[src/hw/rtl/sgfr_pkg.sv]
`timescale 1ns / 1ps
// ----------------------------------------------------------------------------
// sgfr_pkg
// Shared types and constants for the silence gap frame receiver.
// ----------------------------------------------------------------------------
package sgfr_pkg;

    localparam int BUFFER_DEPTH_DEF = 128;
    localparam int CNT_W            = 8;
    localparam int GAP_W            = 8;
    localparam int IDX_W            = 7;
    localparam int CFG_IDX_W        = 1;
    localparam int CFG_DATA_W       = 8;
    localparam int IN_TDATA_W       = 16;
    localparam int IN_TUSER_W       = 4;
    localparam int OUT_TDATA_W      = 24;
    localparam int QUEUE_DEPTH      = 2;

    localparam logic [GAP_W-1:0] READ_GAP_RST  = 8'd5;
    localparam logic [GAP_W-1:0] RESET_GAP_RST = 8'd3;
    localparam logic [GAP_W-1:0] GAP_MAX       = 8'hFF;

    // configuration register indexes
    localparam logic [CFG_IDX_W-1:0] CFG_READ_GAP  = 1'b0;
    localparam logic [CFG_IDX_W-1:0] CFG_RESET_GAP = 1'b1;

    // input opcodes
    localparam logic [2:0] OP_BYTE  = 3'd0;
    localparam logic [2:0] OP_TICK  = 3'd1;
    localparam logic [2:0] OP_REARM = 3'd2;
    localparam logic [2:0] OP_HOLD  = 3'd3;
    localparam logic [2:0] OP_READ  = 3'd4;

    typedef enum logic [2:0] {
        CMD_NOP,
        CMD_BYTE,
        CMD_BYTE_ERR,
        CMD_TICK,
        CMD_REARM,
        CMD_HOLD,
        CMD_READ
    } t_cmd_kind;

    typedef struct packed {
        t_cmd_kind        kind;
        logic [7:0]       data;
        logic [IDX_W-1:0] idx;
    } t_cmd;

endpackage

[src/hw/rtl/sgfr_front.sv]
`timescale 1ns / 1ps
// ----------------------------------------------------------------------------
// sgfr_front
// Unpacks input transfers and classifies them into back-end commands.
// ----------------------------------------------------------------------------
module sgfr_front (
    input  logic                             i_s_tvalid,
    input  logic [sgfr_pkg::IN_TDATA_W-1:0]  i_s_tdata,
    input  logic [sgfr_pkg::IN_TUSER_W-1:0]  i_s_tuser,
    input  logic                             i_q_full,
    output logic                             o_s_tready,
    output logic                             o_push,
    output sgfr_pkg::t_cmd                   o_cmd
);

    logic [2:0]                 w_op;
    logic [7:0]                 w_byte;
    logic                       w_err;
    logic [sgfr_pkg::IDX_W-1:0] w_idx;

    assign w_op   = i_s_tuser[2:0];
    assign w_err  = i_s_tuser[3];
    assign w_byte = i_s_tdata[7:0];
    assign w_idx  = i_s_tdata[14:8];

    assign o_s_tready = !i_q_full;
    assign o_push     = i_s_tvalid && !i_q_full;

    always_comb begin
        o_cmd.data = w_byte;
        o_cmd.idx  = w_idx;
        unique case (w_op)
            sgfr_pkg::OP_BYTE:  o_cmd.kind = w_err ? sgfr_pkg::CMD_BYTE_ERR
                                                   : sgfr_pkg::CMD_BYTE;
            sgfr_pkg::OP_TICK:  o_cmd.kind = sgfr_pkg::CMD_TICK;
            sgfr_pkg::OP_REARM: o_cmd.kind = sgfr_pkg::CMD_REARM;
            sgfr_pkg::OP_HOLD:  o_cmd.kind = sgfr_pkg::CMD_HOLD;
            sgfr_pkg::OP_READ:  o_cmd.kind = sgfr_pkg::CMD_READ;
            default:            o_cmd.kind = sgfr_pkg::CMD_NOP;
        endcase
    end

endmodule

[src/hw/rtl/sgfr_queue.sv]
`timescale 1ns / 1ps
// ----------------------------------------------------------------------------
// sgfr_queue
// Short command queue between the front and back ends.
// ----------------------------------------------------------------------------
module sgfr_queue (
    input  logic           i_clk,
    input  logic           i_rst_n,
    input  logic           i_push,
    input  sgfr_pkg::t_cmd i_cmd,
    input  logic           i_pop,
    output logic           o_full,
    output logic           o_valid,
    output sgfr_pkg::t_cmd o_cmd
);

    localparam int PTR_W = (sgfr_pkg::QUEUE_DEPTH > 1) ? $clog2(sgfr_pkg::QUEUE_DEPTH) : 1;
    localparam int CNT_W = $clog2(sgfr_pkg::QUEUE_DEPTH + 1);
    localparam logic [PTR_W-1:0] LAST_PTR = PTR_W'(sgfr_pkg::QUEUE_DEPTH - 1);
    localparam logic [CNT_W-1:0] FULL_CNT = CNT_W'(sgfr_pkg::QUEUE_DEPTH);

    sgfr_pkg::t_cmd   r_q [sgfr_pkg::QUEUE_DEPTH];
    logic [PTR_W-1:0] r_wr_ptr;
    logic [PTR_W-1:0] r_rd_ptr;
    logic [CNT_W-1:0] r_count;
    logic [CNT_W-1:0] n_count;

    assign o_full  = (r_count == FULL_CNT);
    assign o_valid = (r_count != '0);
    assign o_cmd   = r_q[r_rd_ptr];

    always_comb begin
        n_count = r_count;
        if (i_push && !i_pop) begin
            n_count = r_count + 1'b1;
        end else if (!i_push && i_pop) begin
            n_count = r_count - 1'b1;
        end
    end

    always_ff @(posedge i_clk) begin
        if (!i_rst_n) begin
            r_wr_ptr <= '0;
            r_rd_ptr <= '0;
            r_count  <= '0;
        end else begin
            r_count <= n_count;
            if (i_push) begin
                r_wr_ptr <= (r_wr_ptr == LAST_PTR) ? '0 : r_wr_ptr + 1'b1;
            end
            if (i_pop) begin
                r_rd_ptr <= (r_rd_ptr == LAST_PTR) ? '0 : r_rd_ptr + 1'b1;
            end
        end
    end

    always_ff @(posedge i_clk) begin
        if (i_push) begin
            r_q[r_wr_ptr] <= i_cmd;
        end
    end

endmodule

[src/hw/rtl/sgfr_back.sv]
`timescale 1ns / 1ps
// ----------------------------------------------------------------------------
// sgfr_back
// Frame state, gap counter, frame buffer and the registered result stage.
// ----------------------------------------------------------------------------
module sgfr_back #(
    parameter int BUFFER_DEPTH = sgfr_pkg::BUFFER_DEPTH_DEF
) (
    input  logic                              i_clk,
    input  logic                              i_rst_n,
    input  logic                              i_valid,
    input  sgfr_pkg::t_cmd                    i_cmd,
    output logic                              o_pop,
    input  logic                              i_cfg_we,
    input  logic [sgfr_pkg::CFG_IDX_W-1:0]    i_cfg_idx,
    input  logic [sgfr_pkg::CFG_DATA_W-1:0]   i_cfg_data,
    output logic                              o_m_tvalid,
    input  logic                              i_m_tready,
    output logic [sgfr_pkg::OUT_TDATA_W-1:0]  o_m_tdata
);

    localparam int AW = $clog2(BUFFER_DEPTH);
    localparam logic [sgfr_pkg::CNT_W-1:0] DEPTH_C = sgfr_pkg::CNT_W'(BUFFER_DEPTH);
    localparam int PAD_W = sgfr_pkg::OUT_TDATA_W - 19;

    typedef enum logic [1:0] {
        ST_WAIT  = 2'd0,
        ST_RECV  = 2'd1,
        ST_READY = 2'd2
    } t_frame_state;

    t_frame_state                 r_state, n_state;
    logic [sgfr_pkg::CNT_W-1:0]   r_bc, n_bc;
    logic [sgfr_pkg::GAP_W-1:0]   r_gap, n_gap;
    logic                         r_rx_on, n_rx_on;
    logic [sgfr_pkg::GAP_W-1:0]   r_read_gap;
    logic [sgfr_pkg::GAP_W-1:0]   r_reset_gap;

    logic [7:0]                   r_mem [BUFFER_DEPTH];
    logic [7:0]                   r_rd_data;

    logic                         r_out_valid;
    logic                         r_out_ready;
    logic                         r_out_recv;
    logic                         r_out_rx_on;
    logic [sgfr_pkg::CNT_W-1:0]   r_out_len;

    logic                         w_exec;
    logic                         w_we;
    logic [AW-1:0]                w_waddr;
    logic                         w_rd_en;
    logic [sgfr_pkg::CNT_W-1:0]   w_idx_ext;
    logic [sgfr_pkg::GAP_W-1:0]   w_gap_inc;

    assign w_exec    = i_valid && (!r_out_valid || i_m_tready);
    assign o_pop     = w_exec;
    assign w_idx_ext = {1'b0, i_cmd.idx};
    assign w_rd_en   = (i_cmd.kind == sgfr_pkg::CMD_READ) && (w_idx_ext < r_bc)
                       && (w_idx_ext < DEPTH_C);
    // tick count saturates once past read_gap or at the top of the range
    assign w_gap_inc = ((r_gap <= r_read_gap) && (r_gap != sgfr_pkg::GAP_MAX))
                       ? r_gap + 1'b1 : r_gap;

    always_comb begin
        n_state = r_state;
        n_bc    = r_bc;
        n_gap   = r_gap;
        n_rx_on = r_rx_on;
        w_we    = 1'b0;
        w_waddr = r_bc[AW-1:0];
        unique case (i_cmd.kind)
            sgfr_pkg::CMD_BYTE: begin
                if (r_rx_on) begin
                    n_gap = '0;
                    if (r_gap >= r_read_gap) begin
                        // fresh frame: first byte to entry zero
                        w_we    = 1'b1;
                        w_waddr = '0;
                        n_bc    = sgfr_pkg::CNT_W'(1);
                        n_state = ST_RECV;
                    end else if (r_gap < r_reset_gap) begin
                        if (r_bc >= DEPTH_C) begin
                            n_bc    = '0;
                            n_state = ST_WAIT;
                        end else begin
                            w_we    = 1'b1;
                            n_bc    = r_bc + 1'b1;
                            n_state = ST_RECV;
                        end
                    end
                end
            end
            sgfr_pkg::CMD_BYTE_ERR: begin
                if (r_rx_on) begin
                    n_gap   = '0;
                    n_state = ST_WAIT;
                    n_bc    = '0;
                    n_rx_on = 1'b1;
                end
            end
            sgfr_pkg::CMD_TICK: begin
                n_gap = w_gap_inc;
                if ((w_gap_inc >= r_read_gap) && (r_state == ST_RECV)) begin
                    n_rx_on = 1'b0;
                    n_state = ST_READY;
                end
            end
            sgfr_pkg::CMD_REARM: begin
                n_state = ST_WAIT;
                n_bc    = '0;
                n_rx_on = 1'b1;
            end
            sgfr_pkg::CMD_HOLD: begin
                n_state = ST_WAIT;
                n_rx_on = 1'b0;
            end
            default: begin
            end
        endcase
    end

    always_ff @(posedge i_clk) begin
        if (!i_rst_n) begin
            r_state     <= ST_WAIT;
            r_bc        <= '0;
            r_gap       <= sgfr_pkg::READ_GAP_RST;
            r_rx_on     <= 1'b0;
            r_read_gap  <= sgfr_pkg::READ_GAP_RST;
            r_reset_gap <= sgfr_pkg::RESET_GAP_RST;
            r_out_valid <= 1'b0;
        end else begin
            if (i_cfg_we) begin
                unique case (i_cfg_idx)
                    sgfr_pkg::CFG_READ_GAP:  r_read_gap  <= i_cfg_data;
                    sgfr_pkg::CFG_RESET_GAP: r_reset_gap <= i_cfg_data;
                    default: begin
                    end
                endcase
            end
            if (w_exec) begin
                r_state     <= n_state;
                r_bc        <= n_bc;
                r_gap       <= n_gap;
                r_rx_on     <= n_rx_on;
                r_out_valid <= 1'b1;
            end else if (i_m_tready) begin
                r_out_valid <= 1'b0;
            end
        end
    end

    // result payload, no reset needed
    always_ff @(posedge i_clk) begin
        if (w_exec) begin
            r_out_ready <= (n_state == ST_READY);
            r_out_recv  <= (n_state == ST_RECV);
            r_out_rx_on <= n_rx_on;
            r_out_len   <= n_bc;
        end
    end

    // frame buffer: one write port, one registered read port
    always_ff @(posedge i_clk) begin
        if (w_exec && w_we) begin
            r_mem[w_waddr] <= i_cmd.data;
        end
        if (w_exec) begin
            r_rd_data <= w_rd_en ? r_mem[w_idx_ext[AW-1:0]] : 8'd0;
        end
    end

    assign o_m_tvalid = r_out_valid;
    assign o_m_tdata  = {{PAD_W{1'b0}}, r_rd_data, r_out_rx_on, r_out_recv,
                         r_out_len, r_out_ready};

endmodule

[src/hw/rtl/silence_gap_frame_receiver.sv]
`timescale 1ns / 1ps
// ----------------------------------------------------------------------------
// silence_gap_frame_receiver
// Collects UART bytes into a frame buffer and delimits frames by line silence.
// ----------------------------------------------------------------------------
//  channel  | direction | handshake            | payload
//  ---------+-----------+----------------------+------------------------------
//  s        | in        | i_s_tvalid/o_s_tready| tdata: rx_byte, read_index
//           |           |                      | tuser: opcode, line_error
//  m        | out       | o_m_tvalid/i_m_tready| frame_ready, frame_length,
//           |           |                      | receiving, receive_enabled,
//           |           |                      | read_data
//  cfg      | in        | i_cfg_we             | register index + 8-bit value
//
//  One transfer per cycle sustained while the output is not stalled: a
//  command is registered in the queue, then executed by the back end with its
//  result registered. The frame buffer read port registers read data
//  alongside the status fields, so read data comes in the same transfer.
//  Reset (synchronous, active low) empties the queue and result stage, sets
//  the gaps to 5 and 3, reception off. Frame buffer contents are not cleared.
//  A stall at the output holds the result; the two-entry queue absorbs the
//  input side, and o_s_tready drops only when it is full.
// ----------------------------------------------------------------------------
module silence_gap_frame_receiver #(
    parameter int BUFFER_DEPTH = sgfr_pkg::BUFFER_DEPTH_DEF
) (
    input  logic                              i_clk,
    input  logic                              i_rst_n,
    // stream input
    input  logic                              i_s_tvalid,
    output logic                              o_s_tready,
    // [7:0] rx_byte, [14:8] read_index
    input  logic [sgfr_pkg::IN_TDATA_W-1:0]   i_s_tdata,
    // [2:0] opcode, [3] line_error
    input  logic [sgfr_pkg::IN_TUSER_W-1:0]   i_s_tuser,
    // stream output
    output logic                              o_m_tvalid,
    input  logic                              i_m_tready,
    // [0] frame_ready, [8:1] frame_length, [9] receiving,
    // [10] receive_enabled, [18:11] read_data
    output logic [sgfr_pkg::OUT_TDATA_W-1:0]  o_m_tdata,
    // configuration writes
    input  logic                              i_cfg_we,
    input  logic [sgfr_pkg::CFG_IDX_W-1:0]    i_cfg_idx,
    input  logic [sgfr_pkg::CFG_DATA_W-1:0]   i_cfg_data
);

    sgfr_pkg::t_cmd w_push_cmd;
    sgfr_pkg::t_cmd w_pop_cmd;
    logic           w_push;
    logic           w_pop;
    logic           w_q_full;
    logic           w_q_valid;

    // front end: classify each incoming transfer
    sgfr_front u_front (
        .i_s_tvalid (i_s_tvalid),
        .i_s_tdata  (i_s_tdata),
        .i_s_tuser  (i_s_tuser),
        .i_q_full   (w_q_full),
        .o_s_tready (o_s_tready),
        .o_push     (w_push),
        .o_cmd      (w_push_cmd)
    );

    // decoupling queue
    sgfr_queue u_queue (
        .i_clk   (i_clk),
        .i_rst_n (i_rst_n),
        .i_push  (w_push),
        .i_cmd   (w_push_cmd),
        .i_pop   (w_pop),
        .o_full  (w_q_full),
        .o_valid (w_q_valid),
        .o_cmd   (w_pop_cmd)
    );

    // back end: frame state machine, buffer and result register
    sgfr_back #(
        .BUFFER_DEPTH (BUFFER_DEPTH)
    ) u_back (
        .i_clk      (i_clk),
        .i_rst_n    (i_rst_n),
        .i_valid    (w_q_valid),
        .i_cmd      (w_pop_cmd),
        .o_pop      (w_pop),
        .i_cfg_we   (i_cfg_we),
        .i_cfg_idx  (i_cfg_idx),
        .i_cfg_data (i_cfg_data),
        .o_m_tvalid (o_m_tvalid),
        .i_m_tready (i_m_tready),
        .o_m_tdata  (o_m_tdata)
    );

    // ready and receiving are exclusive frame states
    a_state_excl : assert property (@(posedge i_clk) disable iff (!i_rst_n)
        o_m_tvalid |-> !(o_m_tdata[0] && o_m_tdata[9]))
        else $error("frame ready and receiving reported together");

    // a ready frame always has reception stopped
    a_ready_stops_rx : assert property (@(posedge i_clk) disable iff (!i_rst_n)
        (o_m_tvalid && o_m_tdata[0]) |-> !o_m_tdata[10])
        else $error("frame ready while reception still enabled");

    // the frame length never exceeds the buffer
    a_len_bound : assert property (@(posedge i_clk) disable iff (!i_rst_n)
        o_m_tvalid |-> (o_m_tdata[8:1] <= sgfr_pkg::CNT_W'(BUFFER_DEPTH)))
        else $error("frame length beyond buffer depth");

    // the queue can only refuse input while the back end has work pending
    a_ready_when_idle : assert property (@(posedge i_clk) disable iff (!i_rst_n)
        !o_s_tready |-> w_q_valid)
        else $error("input stalled with an empty queue");

endmodule

[config.mk]
export PLATFORM = sky130hd
export DESIGN_NAME = silence_gap_frame_receiver
export DESIGN_NICKNAME = d
export VERILOG_FILES = /design/src/hw/rtl/sgfr_pkg.sv /design/src/hw/rtl/sgfr_front.sv /design/src/hw/rtl/sgfr_queue.sv /design/src/hw/rtl/sgfr_back.sv /design/src/hw/rtl/silence_gap_frame_receiver.sv
export SDC_FILE = /design/constraint.sdc
export NUM_CORES = 2
export LEC_CHECK = 0
export BUFFER_PORTS_ARGS = -buffer_cell sky130_fd_sc_hd__buf_2
export CORE_MARGIN = 10
export CORE_UTILIZATION = 35
export CTS_BUF_LIST = sky130_fd_sc_hd__clkbuf_2 sky130_fd_sc_hd__clkbuf_4 sky130_fd_sc_hd__clkbuf_8
export DETAILED_ROUTE_END_ITERATION = 12
export MAX_ROUTING_LAYER = met4
export PLACE_DENSITY = 0.54
export SETUP_SLACK_MARGIN = 0.2
export SLEW_MARGIN = 15
export SYNTH_ARGS = -nofsm -noshare
export SYNTH_HDL_FRONTEND = slang
export SYNTH_HIERARCHICAL = 1
export SYNTH_SLANG_ARGS = --single-unit
[constraint.sdc]
create_clock -name i_clk -period 3.7 [get_ports i_clk]
set_input_delay 0.185 -clock i_clk [delete_from_list [all_inputs] [get_ports i_clk]]
set_output_delay 0.185 -clock i_clk [all_outputs]
set_load 0.02 [all_outputs]
Word level (Yosys, flattened, before mapping)
Memory sizes are Yosys's and may differ from the RTL's. A register that Yosys moved wholly into a read port is not among the register bits. Index checks and enable logic that the tools add are counted.

Add/subtract/negate cells: 6. $mul: 0. Divide/modulo/power cells: 0. Magnitude comparators: 7. Eq/ne operators: 16. Shifts and indexed selects: 0. Mux-type cells: 41. Bitwise operators: 1. Reductions and logical operators: 25.

Operator list (number): 8-bit 2-to-1 mux (7); 8-bit one-hot mux with 3 select lines (1); 7-bit 2-to-1 mux (3); 1-bit 2-to-1 mux (18); 8-bit by 1-bit adder with 8-bit output (second input constant) (2); 8-bit >= comparator (2); 2-bit 2-to-1 mux (8); 8-bit one-hot mux with 2 select lines (1); 3-bit one-hot mux with 5 select lines (1); 3-bit by 2-bit equality test with 1-bit output (second input constant) (4); 3-bit equality test (second input constant) (4); 1-bit logical AND (9); 8-bit >= comparator (second input constant) (1); 8-bit less-or-equal comparator (1); 7-bit by 8-bit < comparator with 1-bit output (1); 7-bit by 8-bit < comparator with 1-bit output (second input constant) (1); 8-bit < comparator (1); 8-bit != test (second input constant) (1); 2-bit one-hot mux with 4 select lines (1); 2-bit nonzero test (4); 3-bit by 1-bit equality test with 1-bit output (second input constant) (2); 1-bit zero test (5); 2-bit by 1-bit equality test with 1-bit output (second input constant) (2); 2-bit equality test (second input constant) (2); 11 further kinds (14).

Register bits after elaboration: 51. Bits in latches: 0. Memory bits (writable): 1060. Memory bits (read-only): 0. Bits of input ports: 34. Output and inout port bits: 26. Memories: 2.

Memory list: u_back.r_mem (depth 128, bits a word 8, rd ports 1, clocked after Yosys merged registers in 1, write ports 1, RTL line sgfr_back.sv:39) `logic [7:0] r_mem [BUFFER_DEPTH];`; u_queue.r_q (depth 2, bits a word 18, rd ports 1, clocked after Yosys merged registers in 1, write ports 1, RTL line sgfr_queue.sv:22) `sgfr_pkg::t_cmd r_q [sgfr_pkg::QUEUE_DEPTH];`.

Depth between registers and ports, before layout
Depth in word-level cells: 9. Gate-level depth with buffers: 16. Depth with buffers taken out: 15.

Cells and area by module
The synthesis kept the hierarchy.

By module, submodules not included: sgfr_back (times used 1, cells each 2388, area an instance 43650.6 um^2, seq. area each 32040.7 um^2); sgfr_queue (times used 1, cells each 78, area an instance 1521.5 um^2, seq. area each 1181.1 um^2); sgfr_front (times used 1, cells each 23, area an instance 163.9 um^2, seq. area each 0.0 um^2).

Worst setup path after synthesis
Ideal clock, no wire load.

Path type: reg2reg. Start point: register u_back/r_gap[5] (netlist bit). End point: register u_back.r_out_ready, data pin. Setup time: 0.256 ns. Arrival time: 3.196 ns. Data required time: 3.444 ns. Setup slack: 0.248 ns. Cell stages (with the launch flop): 15. Buffers on the path: 0. Clock period less this slack: 3.452 ns. Cells stage by stage: dfxtp_1 -> ha_1 -> a21o_1 -> a21o_1 -> a21o_1 -> o22ai_1 -> o21ai_0 -> xnor2_1 -> ha_1 -> nand2b_1 -> a2111oi_0 -> o21ai_0 -> a21oi_1 -> o21ai_0 -> and4_1.

Longest elaborated chain between the ends: 8.

RTL lines: start: declaration (RTL line sgfr_back.sv:34) `logic [sgfr_pkg::GAP_W-1:0] r_gap, n_gap;`; start signal: assignment (RTL line sgfr_back.sv:126) `r_gap <= sgfr_pkg::READ_GAP_RST;`; start signal: assignment (RTL line sgfr_back.sv:143) `r_gap <= n_gap;`; 8-bit less-or-equal comparator / 8-bit != test (equally long branches) (RTL line sgfr_back.sv:61) `assign w_gap_inc = ((r_gap <= r_read_gap) && (r_gap != sgfr_pkg::GAP_MAX))`; 1-bit logical AND (RTL line sgfr_back.sv:61); 8-bit 2-to-1 mux (RTL line sgfr_back.sv:62) `? r_gap + 1'b1 : r_gap;`; 8-bit >= comparator (RTL line sgfr_back.sv:103) `if ((w_gap_inc >= r_read_gap) && (r_state == ST_RECV)) begin`; 1-bit logical AND (RTL line sgfr_back.sv:103); 2-bit 2-to-1 mux (RTL line sgfr_back.sv:103); 2-bit one-hot mux with 4 select lines (*) (RTL line sgfr_back.sv:71) `unique case (i_cmd.kind)`; 2-bit equality test (*) (RTL line sgfr_back.sv:155) `r_out_ready <= (n_state == ST_READY);`; end signal: assignment (RTL line sgfr_back.sv:155); end: declaration (RTL line sgfr_back.sv:43) `logic r_out_ready;`.

Every way passes the cells marked *; elsewhere a longest branch is shown, timed or not. A chain may end at the register's enable or synchronous reset.

==> run_results.csv <==
group,metric,value,unit
clocking,clk_pin_slew,0.06,ns
floorplan,num_rows,131,
synth,synth-compound-area-share,4.18,%
setup_path,cp-start-kind,"register",
route,dr.pass1.iters,6,
floorplan,die_y,380,um
route,route.met3.wl,7.84,mm
power,p_comb_share,24.5,%
clocking,numCtsBuffers,175,
route,num_vias,25000,
power,switchingPower,10.1,mW
setup_path,slowest_delay,0.55,ns
setup_path,endpoint_kind,"register",
run,maxCapViolCount,0,
sta,worstMarginPinSlew,1.04,ns
setup_path,cp_cell_sequence,"buf_12 -> mux2_8 -> buf_12 -> mux4_2 -> mux4_2 -> a21oi_1 -> o221ai_1",
synth,synthArstFlopShare,0,%
placed_design,routabilityCongestion,0.882,
route,wirelength,120,mm
route,routedWlPerCell,25.3,um
power,power.total,33.6,mW
synth,syn-cell-area,45300,um^2
clocking,cts_tree,"built",
synth,synth_cell_types,82,
power,leakage,17.7,nW
placed_design,dp_hpwl,77.5,mm
power,switching_share,30.2,%
grt,grt_pass1_wl,177,mm
sta,clock_skew,0.0360,ns
clocking,clockBufferDepth,3,
floorplan,io_pins,60,
clocking,insertion_delay,0.87,ns
clocking,cts.sinks,1120,
sta,post-route-min-period,3.46,ns
power,p_clk_share,30.0,%
route,wl_met1,52.7,mm
setup_path,worst-setup-path-type,"reg2reg",
layout,final_core_util,41.6,%
synth,ys_ff_latch,1120,
power,p_int,23.4,mW
layout,stdcell_count,4756,
synth,synthXorXnorAreaFrac,0.193,%
placed_design,pre_cts_slack,-0.102,ns
floorplan,core,128000,um^2
hold_path,hold_path.class,"in2reg",
clocking,cts.htree.levels,4,
sta,fin_crit_sh,93.4,%
route,ant_nets,0,
setup_path,cp.required,4.25,ns
synth,ys.flop_type,"edfxtp_1",
grt,track_usage,16.8,%
synth,synth_top_family_by_area,"multiplexers",
route,drt-initial-drc-count,2365,
synth,synthMuxAreaShare,14.4,%
sta,setup_ws,0.244,ns
synth,synth-simple-area-share,4.76,%
clocking,root_buffer,"clkbuf_8",
grt,gr-total-overflow,0,
power,peakVddDrop,0.418,mV
grt,grt_max_degree,119,
setup_path,crit_arrival,4.01,ns
layout,fin_nets,2960,
route,post_drt_via_cell_ratio,5.26,
layout,fill_cells,11500,
route,top_layer,"met4",
floorplan,die_w,380,um
grt,grt_pass1_vias,25800,
layout,layout-drive-gt1-share,27.9,%
synth,synth-edff-count,1079,
synth,avgSynthCellArea,18.2,um^2
placed_design,port_buffers,53,
synth,synth_seq_area_share,73.3,%
sta,hold_viol,0,
sta,rsz0062_at_grt,"yes",
layout,area_delta_synth_final,17.6,%
placed_design,dp_cells,4388,
sta,max_freq,289,MHz
sta,finalMaxSlewViolations,0,
power,p_seq_share,45.5,%
setup_path,slowest_stage,"mux2_8",
setup_path,critPathTopFamily,"multiplexers",
sta,timing.hold.ws,0.0963,ns
setup_path,path_max_fanout,28,
synth,yosys_warnings,6,
synth,synth_adder_area_share,0.911,%
floorplan,dieArea,144000,um^2
route,route.met2.wl,57.0,mm
sta,max_slew_margin,30.0,%
grt,antenna_found_initial,4,
layout,multi_input_area,11300,um^2
power,power-per-cell-area,630,nW/um^2
floorplan,initial_utilization,35.4,%
route,drc_errors,0,
sta,finalSetupViolCount,0,
setup_path,critical_path_buf_inv_count,2,
outcome,status,"completed",
synth,synthCells,2489,
layout,seq_area,33200,um^2
timing repair:
| item | 4_1_cts | 5_1_grt |
|---|---|---|
| resized for setup | 8 | 28 |
| hold buffers | 57 | 0 |
| pin swaps | 2 | 13 |
| setup endpoints to repair | 5 | 14 |
| buffers inserted | 0 | 0 |
| endpoints found under the hold margin | 73 | 0 |
cell usage after synthesis, types with 26 or more instances:
cell	instances	area, um^2
edfxtp_1	1079	32400
mux4_2	196	4410
nor2_1	185	694
mux2i_1	177	1770
nand2_1	91	342
o22ai_1	52	325
buf_4	50	375
nand3_1	47	235
clkbuf_1	44	165
a21oi_1	42	210
dfxtp_1	41	821
buf_2	37	185
inv_1	35	131
nand4_1	35	219
o21ai_0	34	170
ha_1	33	413
mux2_2	27	304
a22oi_1	26	195
registers in the layout (all words and copies together), names as in the netlist, 2 cells and up, named ones only:
register            flops
u_back/r_bc             8
u_back/r_mem         1024
u_back/r_reset_gap      8
u_back/r_state          2
u_queue/r_q            36
u_queue/r_count         2
u_back/r_out_len        8
u_back/r_read_gap       8
u_back/r_rd_data        8
u_back/r_gap            8
metal layers:
metal / up-vias / global-route usage [%]
met5: - / -
met4: 0 / 4.72
met3: 189 / 3.02
met2: 956 / 25.9
met1: 13000 / 22.8
li1: 10900 / -
worst reg2reg max path, cell delays in order, from the launching register on:
cell and delay [ns]:
dfxtp_1 0.33, buf_12 0.17, mux2_8 0.55, buf_12 0.30
mux4_2 0.56, mux4_2 0.54, a21oi_1 0.48, o221ai_1 0.23
cells in the final DEF (no fill, tap or decap), drive strengths merged, types with 6 or more instances in the layout:
| cell type | instances |
|---|---|
| clkinv | 61 |
| buf | 313 |
| o22ai | 52 |
| nand2b | 12 |
| o21a | 8 |
| o221ai | 8 |
| o21ai | 38 |
| o211ai | 25 |
| and2 | 13 |
| nand3 | 47 |
| edfxtp | 1079 |
| nor3 | 18 |
| nor2b | 16 |
| nor2 | 186 |
| nand4 | 35 |
| nor4 | 10 |
| a21o | 11 |
| mux2 | 30 |
| clkbuf | 234 |
| a22oi | 26 |
| xnor2 | 6 |
| mux4 | 196 |
| mux2i | 177 |
| a21oi | 42 |
| inv | 43 |
| ha | 33 |
| dlygate4sd3 | 57 |
| a31oi | 11 |
| dfxtp | 41 |
| nand2 | 91 |
power by group through the flow:
stage	combinational (mW)	clock (mW)	sequential [mW]
CTS	8.16	10.4	15.3
global placement	7.94	0	15.5
finish	8.24	10.1	15.3
global route	8.72	10.9	15.3
detailed placement	8.06	0	15.5
floorplan	4.75	0	15.6
cells by family (layout without fill, tap and decap cells):
group,count (synthesis),in the layout
compound gates,278,278
xor+xnor,10,10
fa+ha+maj,33,33
buf+inv,184,715
flops,1120,1120
mux,403,403
other cells,1,8
simple gates,460,460
area by class of cell:
type | count | area share, %
Inverter | 37 | 0.261
Antenna cell | 3 | 0.0141
Multi-Input combinational cell | 1189 | 21.3
Clock buffer | 234 | 5.43
Timing Repair Buffer | 370 | 5.84
Clock inverter | 74 | 0.831
Sequential cell | 1120 | 62.3
Tap cell | 1729 | 4.06
worst paths after layout:
| check | startpoint | to | slack, ns | cells past startpoint |
|---|---|---|---|---|
| worst max-delay path | register | u_back/r_rd_data[7] | 0.24 | 7 |
| worst min-delay path | i_s_tdata[12] | u_queue/r_q[1][4] | 0.1 | 2 |
| worst max register to register | register | u_back/r_rd_data[7] | 0.24 | 7 |
| worst min register to register | u_back/r_reset_gap[4] | u_back/r_reset_gap[4] | 0.47 | 2 |
through the flow:
step,setup TNS [ns],area [um^2]
3_5_place_dp,-0.150,49200
5_1_grt,0,53300
3_3_place_gp,-0.540,49200
2_1_floorplan,0,45400
4_1_cts,0,53200
6_report,0,53300
(Power assumes the default switching activity.)
